### src/rtl/hampel_pkg.sv
// Shared types and constants of the three-tap Hampel outlier filter.
package hampel_pkg;

  // Number of accelerometer axes handled side by side.
  localparam int unsigned AXES = 3;

  // Sample and scale widths.
  localparam int unsigned SAMPLE_W = 16;
  localparam int unsigned SCALE_W  = 16;
  localparam int unsigned FRAC_W   = 8;

  // Width of the threshold product and of the shifted deviation.
  localparam int unsigned PROD_W = SAMPLE_W + SCALE_W;

  // Reset value of the Q8.8 threshold scale, close to 10 * 1.4826.
  localparam logic [SCALE_W-1:0] SCALE_RESET = 16'd3795;

  typedef logic signed [SAMPLE_W-1:0] sample_t;
  typedef logic        [SAMPLE_W-1:0] mag_t;
  typedef logic        [SCALE_W-1:0]  scale_t;
  typedef logic        [PROD_W-1:0]   prod_t;

  typedef sample_t sample_vec_t [AXES];

endpackage

### src/rtl/hampel_outlier_filter_3tap.sv
// Top level of the three-tap Hampel outlier filter for three-axis samples.

// One item enters per clock cycle when the result side keeps up. An accepted
// item first waits in an input register, then the window logic (median,
// deviation median, one 16 x 16 multiply and compare per axis) updates the
// delay lines and loads the result register, from which its result shows.
// The first 2*TAP_SPACING items only fill the delay lines and give no result;
// every later item gives exactly one. The delay lines update straight from
// the window logic, as each update must see the corrected middle sample of
// the item before; this sets the rate of one item per cycle.
module hampel_outlier_filter_3tap
  import hampel_pkg::*;
#(
  parameter int unsigned TAP_SPACING = 2
) (
  input  logic                clk_i,
  input  logic                rst_ni,
  // Configuration write channel
  input  logic                cfg_valid_i,
  output logic                cfg_ready_o,
  input  logic [SCALE_W-1:0]  cfg_data_i,
  // Input channel
  input  logic                in_valid_i,
  output logic                in_ready_o,
  input  logic signed [15:0]  accel_x_i,
  input  logic signed [15:0]  accel_y_i,
  input  logic signed [15:0]  accel_z_i,
  // Result channel
  output logic                out_valid_o,
  input  logic                out_ready_i,
  output logic signed [15:0]  filtered_x_o,
  output logic signed [15:0]  filtered_y_o,
  output logic signed [15:0]  filtered_z_o,
  output logic                outlier_x_o,
  output logic                outlier_y_o,
  output logic                outlier_z_o
);

  localparam int unsigned LINE_LEN = 2 * TAP_SPACING;
  localparam int unsigned CNT_W    = $clog2(LINE_LEN + 1);

  // Signed three-way median.
  function automatic sample_t med3s(sample_t a, sample_t b, sample_t c);
    sample_t lo;
    sample_t hi;
    lo = (a < b) ? a : b;
    hi = (a < b) ? b : a;
    if (c <= lo) begin
      return lo;
    end else if (c >= hi) begin
      return hi;
    end
    return c;
  endfunction

  // Unsigned three-way median.
  function automatic mag_t med3u(mag_t a, mag_t b, mag_t c);
    mag_t lo;
    mag_t hi;
    lo = (a < b) ? a : b;
    hi = (a < b) ? b : a;
    if (c <= lo) begin
      return lo;
    end else if (c >= hi) begin
      return hi;
    end
    return c;
  endfunction

  // Absolute difference of two signed samples; always fits in 16 bits.
  function automatic mag_t absdiff(sample_t x, sample_t y);
    logic signed [SAMPLE_W:0] d;
    d = (x >= y) ? ({x[SAMPLE_W-1], x} - {y[SAMPLE_W-1], y})
                 : ({y[SAMPLE_W-1], y} - {x[SAMPLE_W-1], x});
    return d[SAMPLE_W-1:0];
  endfunction

  // Threshold scale register; writes are always taken.
  scale_t scale_q;

  assign cfg_ready_o = 1'b1;

  always_ff @(posedge clk_i or negedge rst_ni) begin
    if (!rst_ni) begin
      scale_q <= SCALE_RESET;
    end else if (cfg_valid_i) begin
      scale_q <= cfg_data_i;
    end
  end

  // Input register and flow control.
  logic        in_valid_q;
  sample_vec_t in_data_q;
  logic        out_valid_q;
  logic [CNT_W-1:0] fill_q;
  logic        emit;
  logic        advance;

  assign emit       = (fill_q == CNT_W'(LINE_LEN));
  assign advance    = in_valid_q && (!emit || !out_valid_q || out_ready_i);
  assign in_ready_o = !in_valid_q || advance;

  always_ff @(posedge clk_i or negedge rst_ni) begin
    if (!rst_ni) begin
      in_valid_q <= 1'b0;
    end else if (in_ready_o) begin
      in_valid_q <= in_valid_i;
    end
  end

  always_ff @(posedge clk_i) begin
    if (in_ready_o && in_valid_i) begin
      in_data_q[0] <= accel_x_i;
      in_data_q[1] <= accel_y_i;
      in_data_q[2] <= accel_z_i;
    end
  end

  // Fill count saturates once the delay lines hold a full window.
  always_ff @(posedge clk_i or negedge rst_ni) begin
    if (!rst_ni) begin
      fill_q <= '0;
    end else if (advance && !emit) begin
      fill_q <= fill_q + CNT_W'(1);
    end
  end

  // Per-axis delay lines, oldest sample at index zero.
  sample_t line_q [AXES][LINE_LEN];

  // Window evaluation for each axis.
  sample_t med    [AXES];
  mag_t    dev    [AXES];
  mag_t    mad    [AXES];
  prod_t   thresh [AXES];
  prod_t   lhs    [AXES];
  logic    outl   [AXES];
  sample_t mid    [AXES];

  always_comb begin
    for (int ax = 0; ax < AXES; ax++) begin
      med[ax]    = med3s(line_q[ax][0], line_q[ax][TAP_SPACING], in_data_q[ax]);
      dev[ax]    = absdiff(line_q[ax][TAP_SPACING], med[ax]);
      mad[ax]    = med3u(absdiff(line_q[ax][0], med[ax]), dev[ax],
                         absdiff(in_data_q[ax], med[ax]));
      thresh[ax] = PROD_W'(mad[ax]) * PROD_W'(scale_q);
      lhs[ax]    = PROD_W'(dev[ax]) << FRAC_W;
      outl[ax]   = (lhs[ax] > thresh[ax]);
      mid[ax]    = outl[ax] ? med[ax] : line_q[ax][TAP_SPACING];
    end
  end

  // Delay line shift; the corrected middle sample moves on with the line.
  always_ff @(posedge clk_i) begin
    if (advance) begin
      for (int ax = 0; ax < AXES; ax++) begin
        for (int k = 0; k < LINE_LEN - 1; k++) begin
          if ((k + 1 == TAP_SPACING) && emit) begin
            line_q[ax][k] <= mid[ax];
          end else begin
            line_q[ax][k] <= line_q[ax][k + 1];
          end
        end
        line_q[ax][LINE_LEN-1] <= in_data_q[ax];
      end
    end
  end

  // Result register.
  sample_t res_data_q [AXES];
  logic    res_flag_q [AXES];

  always_ff @(posedge clk_i or negedge rst_ni) begin
    if (!rst_ni) begin
      out_valid_q <= 1'b0;
    end else if (advance && emit) begin
      out_valid_q <= 1'b1;
    end else if (out_ready_i) begin
      out_valid_q <= 1'b0;
    end
  end

  always_ff @(posedge clk_i) begin
    if (advance && emit) begin
      for (int ax = 0; ax < AXES; ax++) begin
        res_data_q[ax] <= mid[ax];
        res_flag_q[ax] <= outl[ax];
      end
    end
  end

  // Result ports.
  assign out_valid_o  = out_valid_q;
  assign filtered_x_o = res_data_q[0];
  assign filtered_y_o = res_data_q[1];
  assign filtered_z_o = res_data_q[2];
  assign outlier_x_o  = res_flag_q[0];
  assign outlier_y_o  = res_flag_q[1];
  assign outlier_z_o  = res_flag_q[2];

endmodule

### config.mk
export PLATFORM = sky130hd
export DESIGN_NAME = hampel_outlier_filter_3tap
export DESIGN_NICKNAME = d
export VERILOG_FILES = /design/src/rtl/hampel_pkg.sv /design/src/rtl/hampel_outlier_filter_3tap.sv
export SDC_FILE = /design/constraint.sdc
export NUM_CORES = 2
export LEC_CHECK = 0
export ABC_CLOCK_PERIOD_IN_PS = 23400
export BUFFER_PORTS_ARGS = -buffer_cell sky130_fd_sc_hd__buf_2
export CAP_MARGIN = 20
export CORE_UTILIZATION = 55
export DETAILED_ROUTE_END_ITERATION = 10
export GPL_ROUTABILITY_DRIVEN = 1
export PLACE_DENSITY_LB_ADDON = 0.2
export SLEW_MARGIN = 15
export SYNTH_ARGS = -nofsm -noshare
export SYNTH_HDL_FRONTEND = slang
export SYNTH_SLANG_ARGS = --single-unit
### constraint.sdc
create_clock -name clk_i -period 23.4 [get_ports clk_i]
set_clock_uncertainty 0.1 [all_clocks]
set_input_delay 2.34 -clock clk_i [delete_from_list [all_inputs] [get_ports clk_i]]
set_output_delay 2.34 -clock clk_i [all_outputs]
set_load 0.05 [all_outputs]
; Yosys cells after proc, flatten, opt, wreduce, memory -nomap -nowiden
; Memories as Yosys holds them, arrays and structs flattened.
; Cells that the tools add are included.
[totals]
regBits = 21
ramBits = 291
inputBits = 69
out_inout_bits = 54
mem_count = 4
[op_classes]
addsub = 19
mul = 3
order_cmp = 30
eq_ne = 1
mux = 71
bitwise_logic = 3
n_reduce_logical = 11
[mem_list]
columns = memory, words, width, read_ports, rd_ports_with_merged_regs, write_ports, line_no
row1 = line_q, 3, 64, 3, 0, 3, hampel_outlier_filter_3tap.sv:129  ; sample_t line_q [AXES][LINE_LEN];
row2 = in_data_q, 3, 16, 3, 0, 3, hampel_outlier_filter_3tap.sv:93  ; sample_vec_t in_data_q;
row3 = res_data_q, 3, 16, 3, 0, 3, hampel_outlier_filter_3tap.sv:170  ; sample_t res_data_q [AXES];
row4 = res_flag_q, 3, 1, 3, 0, 3, hampel_outlier_filter_3tap.sv:171  ; logic res_flag_q [AXES];
[ops]
columns = op, n
row1 = two-way mux 16 bit, 45
row2 = subtractor 16 bit, 18
row3 = >= comparator 16 bit, 15
row4 = > comparator 24 x 32 -> 1 bit, 3
row5 = less-or-equal comparator 16 bit, 6
row6 = < comparator 16 bit, 6
row7 = multiplier 16 x 16 -> 32 bit, 3
row8 = two-way mux 1 bit, 26
row9 = logical AND 1 bit, 4
row10 = "adder 3 x 1 -> 3 bit, second input constant", 1
row11 = "== test 3 bit, second input constant", 1
row12 = logical NOT 1 bit, 3
row13 = logical OR 1 bit, 3
row14 = bitwise OR 1 bit, 3
row15 = nonzero test 2 bit, 1

; Longest topological paths before layout
; An unclocked memory read counts as a cell.
[depth]
ltp_word = 19
ltp_mapped = 105
ltp_nobuf = 93

; Worst setup path after synthesis
; No wires, ideal clock.
[synth_timing]
path_type = register -> register
startpoint = memory line_q[2][25] in the netlist's numbering
endpoint = memory line_q[2][32] in the netlist's numbering (data pin)
setup_ps = 260
arrival_ps = 19894
slack_ps = 3145
stages_incl_launch_ff = 95
synth_period_minus_slack_ps = 20255
cell_sequence = edfxtp_1 -> inv_1 -> ha_1 -> a21o_1 -> a21o_1 -> a211o_1 -> nand3_1 -> o21ai_1 -> or2_0 -> clkbuf_1 -> clkbuf_1 -> clkbuf_1 -> a21oi_1 -> ha_1 -> a21o_1 -> a21o_1 -> a211o_1 -> o211ai_1 -> (+59 left out) -> a221oi_1 -> o21a_1 -> nand2b_1 -> a21oi_1 -> xor2_1 -> ha_1 -> nand4_1 -> o21ai_0 -> a21oi_1 -> nand4b_1 -> a2111oi_0 -> nand4_1 -> nor4_1 -> o211ai_1 -> a221oi_2 -> and2_2 -> buf_4 -> a21oi_1
[synth_lines]
columns = item, line_no
row1 = from (decl), hampel_outlier_filter_3tap.sv:129

==> results.rst <==
.. list-table::
   :header-rows: 1

   * - Metric
     - Value
   * - Number of I/O port buffers
     - ~120
   * - Pin count of the biggest net entering global routing
     - between 100 and 150
   * - Synth cell types
     - between 100 and 150
   * - Net Count, Synth
     - about 8800
   * - WP data required
     - roughly 24 ns
   * - Slowest library cell on the worst path
     - sky130_fd_sc_hd__o21ai_0
   * - Total global-route track usage
     - 0.325
   * - Setup TNS
     - 0 ns
   * - Final Routed Wirelength
     - roughly 190000 um
   * - Normalized max-slew margin
     - 0.283
   * - Most common library cell in the layout ignoring fill and taps
     - sky130_fd_sc_hd__inv_1
   * - Number of antenna violations at the first check in global routing
     - 0
   * - DR WL/cell
     - ~22 um
   * - Met1 Usage GRT
     - 0.444
   * - Count of standard-cell rows
     - around 120
   * - Leading register cell type out of synthesis
     - sky130_fd_sc_hd__edfxtp_1
   * - CTS tree
     - built
   * - Placement-stage cell area
     - ~0.065 sq mm
   * - Final RePlAce weighted congestion
     - a little under 1
   * - Max Cap Violations
     - 0
   * - Number of global-route vias before repair
     - approximately 52000
   * - Arrival time of the worst setup path
     - roughly 23 ns
   * - Share of async-settable or async-resettable flops after synthesis
     - 0.0673
   * - Post-synthesis instance total
     - between 7000 and 8000
   * - Buffers plus inverters on the worst setup path
     - 13
   * - Number of enable-type register cells in the synthesized netlist
     - about 290
   * - Most utilized layer in the global route result
     - met2
   * - Outcome
     - completed
   * - RSZ-0062 raised after global routing
     - false
   * - Cell family with most CP delay
     - compound AO/OA/AOI/OAI gates
   * - Area added between synthesis and finish
     - 6.04%
   * - Count of antenna-violating nets left after detailed routing
     - 0
   * - Top library cells by usage in the layout, fill and taps aside
     - sky130_fd_sc_hd__inv_1 (1028), sky130_fd_sc_hd__ha_1 (920), sky130_fd_sc_hd__nand2_1 (701)
   * - Number of hold buffers added after cts
     - 0
   * - Die width
     - approximately 340 um
   * - Area taken by flip-flops and latches
     - 0.00928 sq mm
   * - Worst setup path category
     - register to register
   * - Final setup fails
     - 0
   * - CTS max path bufs
     - 3
   * - Die Y
     - 338 um
   * - Placeable core region
     - ~0.11 sq mm
   * - Class of the tightest hold or removal check
     - register to register
   * - Number of register bits inferred by synthesis
     - around 310
   * - Startpoint class of the critical path
     - register
   * - Number of CTS-inserted buffers
     - 36
   * - Detailed-placement wirelength estimate
     - 151000 um
   * - Biggest cell delay along the critical path
     - 0.82 ns
   * - Global Route met3 Usage
     - 0.0337
   * - Proportion of layout cells with a drive suffix above 1
     - 0.0708
   * - Actual slew at the worst max-slew pin
     - 1.07 ns
   * - Clk pin slew, worst setup/hold paths
     - ~0.060 ns
   * - Global routing met2 resource utilization
     - 0.541
   * - Number of violations reported at the end of detailed-routing iteration 0
     - ~4300
   * - Sinks on Clock Net
     - 312
   * - Via count
     - about 52000
   * - Design area
     - approximately 0.066 sq mm
   * - Final Non-Filler Cells
     - 8694
   * - Avg Cell Area, Syn
     - 8.69 sq um
   * - Area of the die
     - around 0.11 sq mm
   * - Final nets
     - approximately 9000
   * - Root buffer cell
     - sky130_fd_sc_hd__clkbuf_16
   * - Number of hold violations in the final report
     - 0
   * - Remaining Overflow, GRT
     - 0
   * - Initial cell density of the core
     - 0.554
   * - Final period utilization
     - 0.949
   * - Kind of end point of the critical path
     - register
   * - Placed cell count
     - 8624
   * - Count of final max-slew check failures
     - 0
   * - Highest Clock Rate
     - approximately 45 MHz
   * - Clock latency on the worst-skew pair
     - around 0.6 ns
   * - Warning count from the yosys run
     - 0
   * - Drt pass-1 iters
     - 7
   * - Top Ports
     - 123
   * - Share of synthesized area occupied by flip-flops and latches
     - 0.149
   * - Area occupied by multi-input gates
     - about 0.048 sq mm
   * - H-tree level count
     - 2
   * - Total standard cell area after synthesis
     - between 0.06 and 0.07 sq mm
   * - Global-route wire length before repair
     - between 200000 and 300000 um
   * - Max FO, Critical Path
     - 24
   * - Layout Utilization
     - 0.588
   * - Remaining DRCs
     - 0
   * - Number of inserted filler cells in the final layout
     - roughly 10000
   * - Per-cell via count in the routed design
     - between 6 and 7
   * - Fin crit period
     - approximately 22 ns
## metrics by stage
step                hold WS, ns  setup WS [ns]
floorplan                 0.300           3.15
global placement          0.300          0.145
detailed placement        0.305          0.172
CTS                       0.299         0.0858
global route              0.300         0.0324
finish                    0.302           1.19
## worst reg2reg max path, delay by kind of cell, from the launching register on
| family | cells | cell delay, ns |
|---|---|---|
| AO/OA/AOI/OAI | 33 | 8.62 |
| XOR/XNOR | 1 | 0.12 |
| adder cells (fa/ha/maj) | 13 | 4.92 |
| buffers and inverters | 13 | 2.58 |
| flip-flops | 1 | 0.52 |
| multiplexers | 6 | 1.66 |
| AND/OR/NAND/NOR | 17 | 3.50 |
## registers in the layout, summed over array words and instances (netlist names)
register and cells:
fill_q 3, in_data_q 48, in_valid_q 1, line_q 192, out_valid_o 1, res_data_q 48
res_flag_q 3, scale_q 16
## cells in the mapped netlist, drive strengths merged, types with 23 or more instances
cell type	instances	area, sq um
nor3	68	355
o21bai	27	203
a21boi	27	206
xor2	85	744
xnor2	111	1010
clkbuf	192	721
buf	107	576
ha	920	11500
nand4	92	576
and3	47	294
or3	30	188
mux2i	183	1840
a21o	204	1530
o21ai	378	1920
edfxtp	291	8740
a21oi	430	2190
nor2b	134	846
a211oi	56	430
fa	600	12000
nand2b	80	500
o31ai	29	238
a211o	23	201
nand3	100	500
mux2	49	556
nand2	706	2660
nor2	356	1340
and2	307	1920
a31oi	44	300
o21a	62	465
o211ai	63	497
inv	1029	3860
## cell families after synthesis
group | after synthesis | share of synthesized area
AO/OA/AOI/OAI | 1540 | 0.162
AND/OR/NAND/NOR | 2028 | 0.161
buffers and inverters | 1329 | 0.0829
adder cells (fa/ha/maj) | 1524 | 0.379
flip-flops | 312 | 0.149
multiplexers | 232 | 0.0385
other | 1 | 0.0000602
XOR/XNOR | 196 | 0.0281
## cell type report
class / instances / area share
flip-flops and latches: 312 / 0.141
diodes: 1 / 0.0000379
inverters: 1030 / 0.0586
repair buffers: 265 / 0.0262
clock inverters: 26 / 0.00531
well taps: 1500 / 0.0284
multi-input cells: 5523 / 0.727
clock buffers: 37 / 0.0137
## metal layers
layer  wire [um]  vias to the layer above
met2       87800                     1914
met1       82000                    25847
met3       12000                      325
met4        6300                        0
met5           0                        -
li1            -                    24347
## what timing repair did
| item | CTS | global route |
|---|---|---|
| gates resized for setup | 0 | 22 |
| setup buffers | 0 | 4 |
| setup endpoints to repair | 0 | 98 |
## path summary, 6_finish.rpt
check / startpoint / endpoint / slack [ns] / cells after the start
max: line_q[1][24] / line_q[1][46] / 1.19 / 83
min in group asynchronous: rst_ni / scale_q[8] / 1.71 / 1
min: line_q[1][15] / line_q[1][31] / 0.30 / 0
max reg2reg: line_q[1][24] / line_q[1][46] / 1.19 / 83
max in group asynchronous: rst_ni / scale_q[2] / 20.91 / 1
min reg2reg: line_q[1][15] / line_q[1][31] / 0.30 / 0
Power is left out: the tool's default activity adds up to more than one toggle a clock period on the data nets, which glitch-free logic cannot reach.
